==> src/sv/dtdt_pkg.sv <==
// ---------------------------------------------------------------------------
// dtdt_pkg: shared constants for the double to decimal text unit
// Character codes, the integer cap, default digit counts and the saturation limit.
// ---------------------------------------------------------------------------
package dtdt_pkg;
  localparam int FractionDigitsDefault = 6;
  localparam int IntegerDigitsDefault = 10;
  localparam logic [7:0] CharZero = 8'h30;
  localparam logic [7:0] CharDot = 8'h2e;
  localparam logic [7:0] CharMinus = 8'h2d;
  localparam logic [31:0] IntCap = 32'd2147483647;

  // saturation limit: min(10^digits - 1, 2^31 - 1)
  function automatic logic [31:0] sat_limit(input int digits);
    logic [63:0] p;
    p = 64'd1;
    for (int k = 0; k < 10; k++) begin
      if (k < digits) p = p * 64'd10;
    end
    p = p - 64'd1;
    if (p > {32'd0, IntCap}) p = {32'd0, IntCap};
    return p[31:0];
  endfunction
endpackage

==> src/sv/double_to_decimal_text_unit.sv <==
// ---------------------------------------------------------------------------
// double_to_decimal_text_unit: binary64 to fixed point decimal text
// Unpacks a double, splits integer and fraction, then emits characters.
// ---------------------------------------------------------------------------
// An accepted item passes the stage 1, 2 and 3 registers, then loads into the emitter.
// Throughput: one character per cycle unless the receiver stalls; an item of n characters
//   (8..18 at the default) holds the emitter until its last character is taken, and the
//   front stages accept the next item meanwhile, so texts follow back to back with no gaps.
// The emitter derives one digit per cycle unless stalled (compare against multiples of a
//   power of ten, fraction times ten). Sync active-high reset clears valids.
module double_to_decimal_text_unit #(
  parameter int FRACTION_DIGITS = dtdt_pkg::FractionDigitsDefault,
  parameter int INTEGER_DIGITS = dtdt_pkg::IntegerDigitsDefault
) (
  input  logic        clk,
  input  logic        rst,
  input  logic        s_axis_tvalid,
  output logic        s_axis_tready,
  input  logic [63:0] s_axis_tdata,   // value_bits[63:0]
  output logic        m_axis_tvalid,
  input  logic        m_axis_tready,
  output logic [7:0]  m_axis_tdata,   // out_char[7:0]
  output logic        m_axis_tlast,   // last_char
  output logic        m_axis_tuser    // range_error
);
  localparam logic [31:0] Limit = dtdt_pkg::sat_limit(INTEGER_DIGITS);
  localparam int FdW = $clog2(FRACTION_DIGITS + 1);

  // power of ten for a digit place
  function automatic logic [31:0] pow10(input logic [3:0] idx);
    case (idx)
      4'd0: return 32'd1;
      4'd1: return 32'd10;
      4'd2: return 32'd100;
      4'd3: return 32'd1000;
      4'd4: return 32'd10000;
      4'd5: return 32'd100000;
      4'd6: return 32'd1000000;
      4'd7: return 32'd10000000;
      4'd8: return 32'd100000000;
      4'd9: return 32'd1000000000;
      default: return 32'd1;
    endcase
  endfunction

  // stage 1: unpack fields
  logic        v1;
  logic        neg1, nan1, zero1, big1;
  logic [52:0] m1;
  logic [10:0] sh1;        // right shift = 1075 - exponent, 1074 for subnormals

  // stage 2: integer part and fraction
  logic        v2;
  logic        neg2, zero2, err2;
  logic [63:0] ip2;
  logic [63:0] frac2;

  // stage 3: saturate, count integer digits
  logic        v3;
  logic        neg3, err3;
  logic [31:0] ip3;
  logic [63:0] frac3;

  // emitter
  typedef enum logic [1:0] {EM_SIGN, EM_INT, EM_DOT, EM_FRAC} em_t;
  logic        busy;
  em_t         phase;
  logic        err_e;
  logic [31:0] ip_e;
  logic [3:0]  pidx_e;      // digit position, power of ten index
  logic [63:0] frac_e;
  logic [FdW-1:0] fcnt;

  logic adv1, adv2, adv3, load, emit;
  assign emit = m_axis_tvalid & m_axis_tready;
  logic done_char;
  assign load = v3 & (!busy | (emit & done_char));
  assign adv3 = !v3 | load;
  assign adv2 = !v2 | adv3;
  assign adv1 = !v1 | adv2;
  assign s_axis_tready = adv1;

  // stage 1 register
  always_ff @(posedge clk) begin
    if (rst) begin
      v1 <= 1'b0;
    end else if (adv1) begin
      v1 <= s_axis_tvalid;
    end
    if (adv1) begin
      neg1 <= s_axis_tdata[63];
      nan1 <= s_axis_tdata[62:52] == 11'h7ff;
      m1 <= {s_axis_tdata[62:52] != 11'd0, s_axis_tdata[51:0]};
      zero1 <= s_axis_tdata[62:0] == 63'd0;
      big1 <= s_axis_tdata[62:52] >= 11'd1075;
      sh1 <= (s_axis_tdata[62:52] == 11'd0) ? 11'd1074 : 11'd1075 - s_axis_tdata[62:52];
    end
  end

  // stage 2: shift mantissa into 64.64 fixed point
  logic [127:0] wide;
  always_comb begin
    wide = {75'd0, m1} << 64;
    if (sh1 >= 11'd128) wide = '0;
    else wide = wide >> sh1[6:0];
  end
  always_ff @(posedge clk) begin
    if (rst) begin
      v2 <= 1'b0;
    end else if (adv2) begin
      v2 <= v1;
    end
    if (adv2) begin
      neg2 <= neg1;
      zero2 <= zero1 & !nan1;
      err2 <= nan1 | big1;
      ip2 <= wide[127:64];
      frac2 <= wide[63:0];
    end
  end

  // stage 3: saturate and find leading digit place
  logic        err_s;
  assign err_s = err2 | (ip2 > {32'd0, Limit});
  always_ff @(posedge clk) begin
    if (rst) begin
      v3 <= 1'b0;
    end else if (adv3) begin
      v3 <= v2;
    end
    if (adv3) begin
      neg3 <= neg2 & !zero2;
      err3 <= err_s;
      ip3 <= err_s ? Limit : ip2[31:0];
      frac3 <= err_s ? 64'd0 : frac2;
    end
  end

  // leading digit place by parallel compares against fixed powers
  logic [3:0] pidx3;
  always_comb begin
    pidx3 = 4'd0;
    for (int k = 1; k < 10; k++) begin
      if (ip3 >= pow10(4'(k))) pidx3 = 4'(k);
    end
  end

  // emitter datapath
  logic [3:0]  idig;
  logic [31:0] isub;
  logic [35:0] mult;
  logic [31:0] irem;
  logic [67:0] fmul;
  always_comb begin
    idig = 4'd0;
    isub = 32'd0;
    mult = 36'd0;
    for (int d = 1; d < 10; d++) begin
      mult = {4'd0, pow10(pidx_e)} * 36'(d);
      if ({4'd0, ip_e} >= mult) begin
        idig = 4'(d);
        isub = mult[31:0];
      end
    end
    irem = ip_e - isub;
    fmul = {4'd0, frac_e} * 68'd10;
    done_char = (phase == EM_FRAC) && (fcnt == FdW'(FRACTION_DIGITS - 1));
  end

  always_comb begin
    case (phase)
      EM_SIGN: m_axis_tdata = dtdt_pkg::CharMinus;
      EM_INT:  m_axis_tdata = dtdt_pkg::CharZero + {4'd0, idig};
      EM_DOT:  m_axis_tdata = dtdt_pkg::CharDot;
      EM_FRAC: m_axis_tdata = dtdt_pkg::CharZero + {4'd0, fmul[67:64]};
      default: m_axis_tdata = dtdt_pkg::CharZero;
    endcase
  end
  assign m_axis_tvalid = busy;
  assign m_axis_tlast = done_char;
  assign m_axis_tuser = err_e;

  // emitter sequencer
  always_ff @(posedge clk) begin
    if (rst) begin
      busy <= 1'b0;
      phase <= EM_SIGN;
    end else if (load) begin
      busy <= 1'b1;
      phase <= neg3 ? EM_SIGN : EM_INT;
      err_e <= err3;
      ip_e <= ip3;
      pidx_e <= pidx3;
      frac_e <= frac3;
      fcnt <= '0;
    end else if (emit) begin
      case (phase)
        EM_SIGN: phase <= EM_INT;
        EM_INT: begin
          ip_e <= irem;
          if (pidx_e == 4'd0) phase <= EM_DOT;
          else pidx_e <= pidx_e - 4'd1;
        end
        EM_DOT: phase <= EM_FRAC;
        EM_FRAC: begin
          frac_e <= fmul[63:0];
          fcnt <= fcnt + FdW'(1);
          if (done_char) busy <= 1'b0;
        end
        default: phase <= EM_SIGN;
      endcase
    end
  end

  // checks
  a_last_frac: assert property (@(posedge clk) disable iff (rst)
    m_axis_tvalid && m_axis_tlast |-> phase == EM_FRAC) else $error("last off frac");
  a_err_zero: assert property (@(posedge clk) disable iff (rst)
    m_axis_tvalid && m_axis_tuser && phase == EM_FRAC |-> m_axis_tdata == dtdt_pkg::CharZero)
    else $error("fraction on error");
  a_pow: assert property (@(posedge clk) disable iff (rst)
    busy && phase == EM_INT |-> pidx_e <= 4'd9) else $error("digit place lost");
endmodule

==> config.mk <==
export PLATFORM = sky130hd
export DESIGN_NAME = double_to_decimal_text_unit
export DESIGN_NICKNAME = d
export VERILOG_FILES = /design/src/sv/dtdt_pkg.sv /design/src/sv/double_to_decimal_text_unit.sv
export SDC_FILE = /design/constraint.sdc
export NUM_CORES = 2
export LEC_CHECK = 0
export BUFFER_PORTS_ARGS = -buffer_cell sky130_fd_sc_hd__clkbuf_2
export CAP_MARGIN = 20
export CORE_MARGIN = 3
export CORE_UTILIZATION = 60
export CTS_CLUSTER_DIAMETER = 200
export DETAILED_ROUTE_END_ITERATION = 10
export GPL_TIMING_DRIVEN = 0
export PLACE_DENSITY = 0.84
export SLEW_MARGIN = 20
export SYNTH_ARGS = -nofsm -noshare
export SYNTH_HDL_FRONTEND = slang
export SYNTH_MEMORY_MAX_BITS = 65536
export SYNTH_SLANG_ARGS = --single-unit
export TNS_END_PERCENT = 5
==> constraint.sdc <==
create_clock -name clk -period 16.9 [get_ports clk]
set_input_delay 0.845 -clock clk [delete_from_list [all_inputs] [get_ports clk]]
set_output_delay 0.845 -clock clk [all_outputs]
set_load 0.005 [all_outputs]
==> parameters.txt <==
Parameter                              Value

Run status
  Status    completed

Route
  Vias/cell    about 6.8
  Iteration-0 DRC Markers    approximately 4700
  Via count of the routed design    approximately 35000
  Post-detailed-routing wire length    around 130 mm
  Routed WL per cell    about 25 um
  Number of detailed-routing iterations run before antenna repair    9
  Number of design rule violations left after detail routing    0
  Final ANT Viol Nets    0

Synthesis
  Library cells used by synthesis    91
  Synth area leader    sky130_fd_sc_hd__edfxtp_1
  Prevailing post-synth register cell    sky130_fd_sc_hd__edfxtp_1
  Post-synthesis async set-or-reset flop share    0%
  Area of the mapped netlist    38900 um2
  Portion of the post-synthesis area used by sequential elements    31.6%
  Number of instances in the synthesized netlist    roughly 4200
  Largest cells by area after synthesis    sky130_fd_sc_hd__edfxtp_1, sky130_fd_sc_hd__ha_1, sky130_fd_sc_hd__a21oi_1
  Count of flip-flops with a built-in enable after synthesis    about 400
  Share of the synthesized area in the top cell type    30.1%
  Register bit total from synthesis    around 420
  Number of warnings printed during yosys synthesis    0
  Average cell area after synthesis    around 9.3 um2

Clock tree
  CTS H-tree lvls    2
  Clk Latency, worst-skew pair    around 0.57 ns
  Number of hold buffers added after cts    0
  Buffer cell driving the clock tree root    sky130_fd_sc_hd__clkbuf_16
  Number of buffers inserted to repair setup after CTS    0
  Number of clock sinks    approximately 420
  Buffer levels on the longest clock path    3
  Clock-pin slew on the worst setup and hold paths    roughly 0.07 ns
  TritonCTS Buffers    43
  CTS tree    yes
  Post-CTS resize count    0

Place
  Gp weighted congestion    between 1 and 1.5
  Buffers on Ports    75
  Final HPWL DP    slightly above 100 mm

Pwr
  IR drop worst, VDD    between 0.00008 and 0.00009 V
  Power density over the cells    roughly 60 nW/um2
  Power, Total    roughly 2.5 mW
  Fraction of power spent switching nets    around 28%
  Sequential share of power    between 40% and 50%
  Leakage component of the power    roughly 18 nW
  Gate power share    about 15%
  Switching power    between 0.7 and 0.8 mW
  Cell-internal power    approximately 1.8 mW
  Clock network power share    between 30% and 40%

Worst setup path
  Cell repeated most along the worst path    sky130_fd_sc_hd__clkbuf_1
  Slowest cell delay on critical path    between 0.8 and 0.9 ns
  Worst EP arrival    roughly 14 ns
  Critical path peak fanout    15
  Reg2Reg Capture Point    ip_e[29]
  Category of the worst setup path capture point    flop
  Startpoint Class    flop
  Slowest cell on the critical path    sky130_fd_sc_hd__nor3_1
  Register-to-Register Path Depth    37
  Required time reported for the critical path endpoint    about 17 ns
  Classification of the worst setup path    flop to flop
  Flop2flop setup slack    roughly 3.3 ns

Finish
  Final net count    4980
  Leading cell types in the layout, fill and taps excluded    sky130_fd_sc_hd__ha_1, sky130_fd_sc_hd__nand2_1, sky130_fd_sc_hd__edfxtp_1
  Commonest non-fill, non-tap cell in the layout    sky130_fd_sc_hd__ha_1
  Area Growth Syn to Fin    7.81%
  Fraction of layout instances using a drive strength above 1    6.03%

Timing
  Max Transition Viols Final    0
  Actual transition at the worst max-transition pin    1.15 ns
  Unrepaired setup endpoints after global routing    false
  Final Hold Fails    0
  Maximum operating frequency    73.5 MHz
  Sum Neg Setup Slack    0 ns
  Fin Clk Skew    0.0110 ns
  Count of final setup violators    0
  Worst hold slack after final layout    between 0.4 and 0.5 ns
  Post-layout minimum cycle time    between 10 and 15 ns
  Worst slew margin relative to its limit    22.0%
  Final worst path period share    just over 80%

Min path
  Min-Delay Path Class    flop to flop
  Worst hold start    neg1
  Cells on Worst Hold Path    0
  End point of the most critical hold path    neg2

Global routing
  GRT Overall Usage    ~37%
  Initial antenna violation count    5
  Number of global-route vias before repair    roughly 33000
  First-pass GRT wire length    196 mm
  Total global routing overflow    0
  Pin count of the biggest net entering global routing    56

Die
  Core area    approximately 64000 um2
  Die X-Extent    between 200 and 300 um
  Number of standard-cell rows in the floorplan    between 90 and 100
  Die height    between 200 and 300 um
  Die area    roughly 68000 um2
  # IOs    80
  Effective utilization at floorplan    about three fifths

Run
  Number of max-cap violations    0
-- layer usage --
metal  vias up  part of all wire (%)  GRT usage (%)
met5         -                0.0092          0.585
met4         2                   3.6           11.3
met3       316                    13           9.51
met2      2167                    41           54.9
met1     16700                    43           54.3
li1      16100                     -              -
-- area by class of cell --
class / instances / area [um2]
antenna: 1 / 2.50
buffer: 168 / 657
clock buffer: 51 / 1110
clock inverter: 29 / 303
fill: 5070 / 21700
inverter: 133 / 499
multi-input combinational: 3475 / 25500
sequential: 419 / 12300
tap: 846 / 1060
timing repair buffer: 84 / 531
-- synthesized netlist by cell type (54+ instances only) --
| library cell | n |
|---|---|
| sky130_fd_sc_hd__nand2_1 | 402 |
| sky130_fd_sc_hd__clkbuf_1 | 131 |
| sky130_fd_sc_hd__a21o_1 | 139 |
| sky130_fd_sc_hd__o21ai_1 | 87 |
| sky130_fd_sc_hd__inv_1 | 126 |
| sky130_fd_sc_hd__nor3_1 | 54 |
| sky130_fd_sc_hd__xor2_1 | 83 |
| sky130_fd_sc_hd__ha_1 | 559 |
| sky130_fd_sc_hd__o21ai_0 | 206 |
| sky130_fd_sc_hd__nand4_1 | 54 |
| sky130_fd_sc_hd__edfxtp_1 | 390 |
| sky130_fd_sc_hd__xnor2_1 | 98 |
| sky130_fd_sc_hd__nor2_1 | 305 |
| sky130_fd_sc_hd__a21oi_1 | 376 |
| sky130_fd_sc_hd__nor2b_1 | 58 |
| sky130_fd_sc_hd__mux2i_1 | 97 |
| sky130_fd_sc_hd__and2_1 | 90 |
| sky130_fd_sc_hd__nand3_1 | 69 |
-- critical path, delay by kind of cell (launching register included) --
kind | cells | cell delay (ns)
compound gates | 16 | 5.29
simple gates | 9 | 2.18
buf+inv | 6 | 3.27
fa+ha+maj | 4 | 1.51
xor+xnor | 2 | 0.36
flops | 1 | 0.77
-- registers in the layout, indices dropped and copies added, names as in the netlist, 4 cells and up, named ones only --
signal and count:
frac2 64, frac3 64, frac_e 64, ip2 53, ip3 32, ip_e 32
m1 53, pidx_e 4, sh1 11
-- cells by family (layout without fill, tap and decap cells) --
| group | count (synthesis) | after routing | synth area share (%) |
|---|---|---|---|
| AND/OR/NAND/NOR | 1277 | 1277 | 15.9 |
| adder cells (fa/ha/maj) | 588 | 588 | 19.5 |
| flip-flops | 419 | 419 | 31.6 |
| XOR/XNOR | 181 | 181 | 4.07 |
| buffers and inverters | 301 | 465 | 2.97 |
| AO/OA/AOI/OAI | 1253 | 1253 | 20.3 |
| multiplexers | 172 | 172 | 5.76 |
| other | 2 | 5 | 0.0193 |
-- power groups by stage --
stage / Clock, mW / Sequential (mW) / Combinational (mW)
floorplan: 0 / 1.20 / 0.241
detailed placement: 0 / 1.21 / 0.362
finish: 0.956 / 1.19 / 0.383
global placement: 0 / 1.21 / 0.357
CTS: 0.959 / 1.19 / 0.365
global route: 1.00 / 1.19 / 0.402
-- stage by stage --
| stage | setup slack (ns) | instance area (um2) | instances | util (%) |
|---|---|---|---|---|
| after floorplan | 8.58 | 38900 | 4195 | - |
| after global placement | 4.52 | 40400 | 5116 | 63.4 |
| after detailed placement | 4.39 | 40600 | 5125 | 63.7 |
| after CTS | 4.28 | 42000 | 5205 | 65.9 |
| after global routing | 3.13 | 42000 | 5205 | 65.9 |
| final | 3.29 | 42000 | 5206 | 65.9 |
-- worst max path at each step --
stage / start / endpoint / slack, ns
2_1_floorplan: flop / ip_e[30] / 8.58
3_3_place_gp: flop / ip_e[31] / 4.52
3_5_place_dp: flop / ip_e[29] / 4.39
4_1_cts: flop / ip_e[29] / 4.28
5_1_grt: flop / ip_e[29] / 3.13
6_report: flop / ip_e[29] / 3.29
Power figures use the tool's default switching activity.
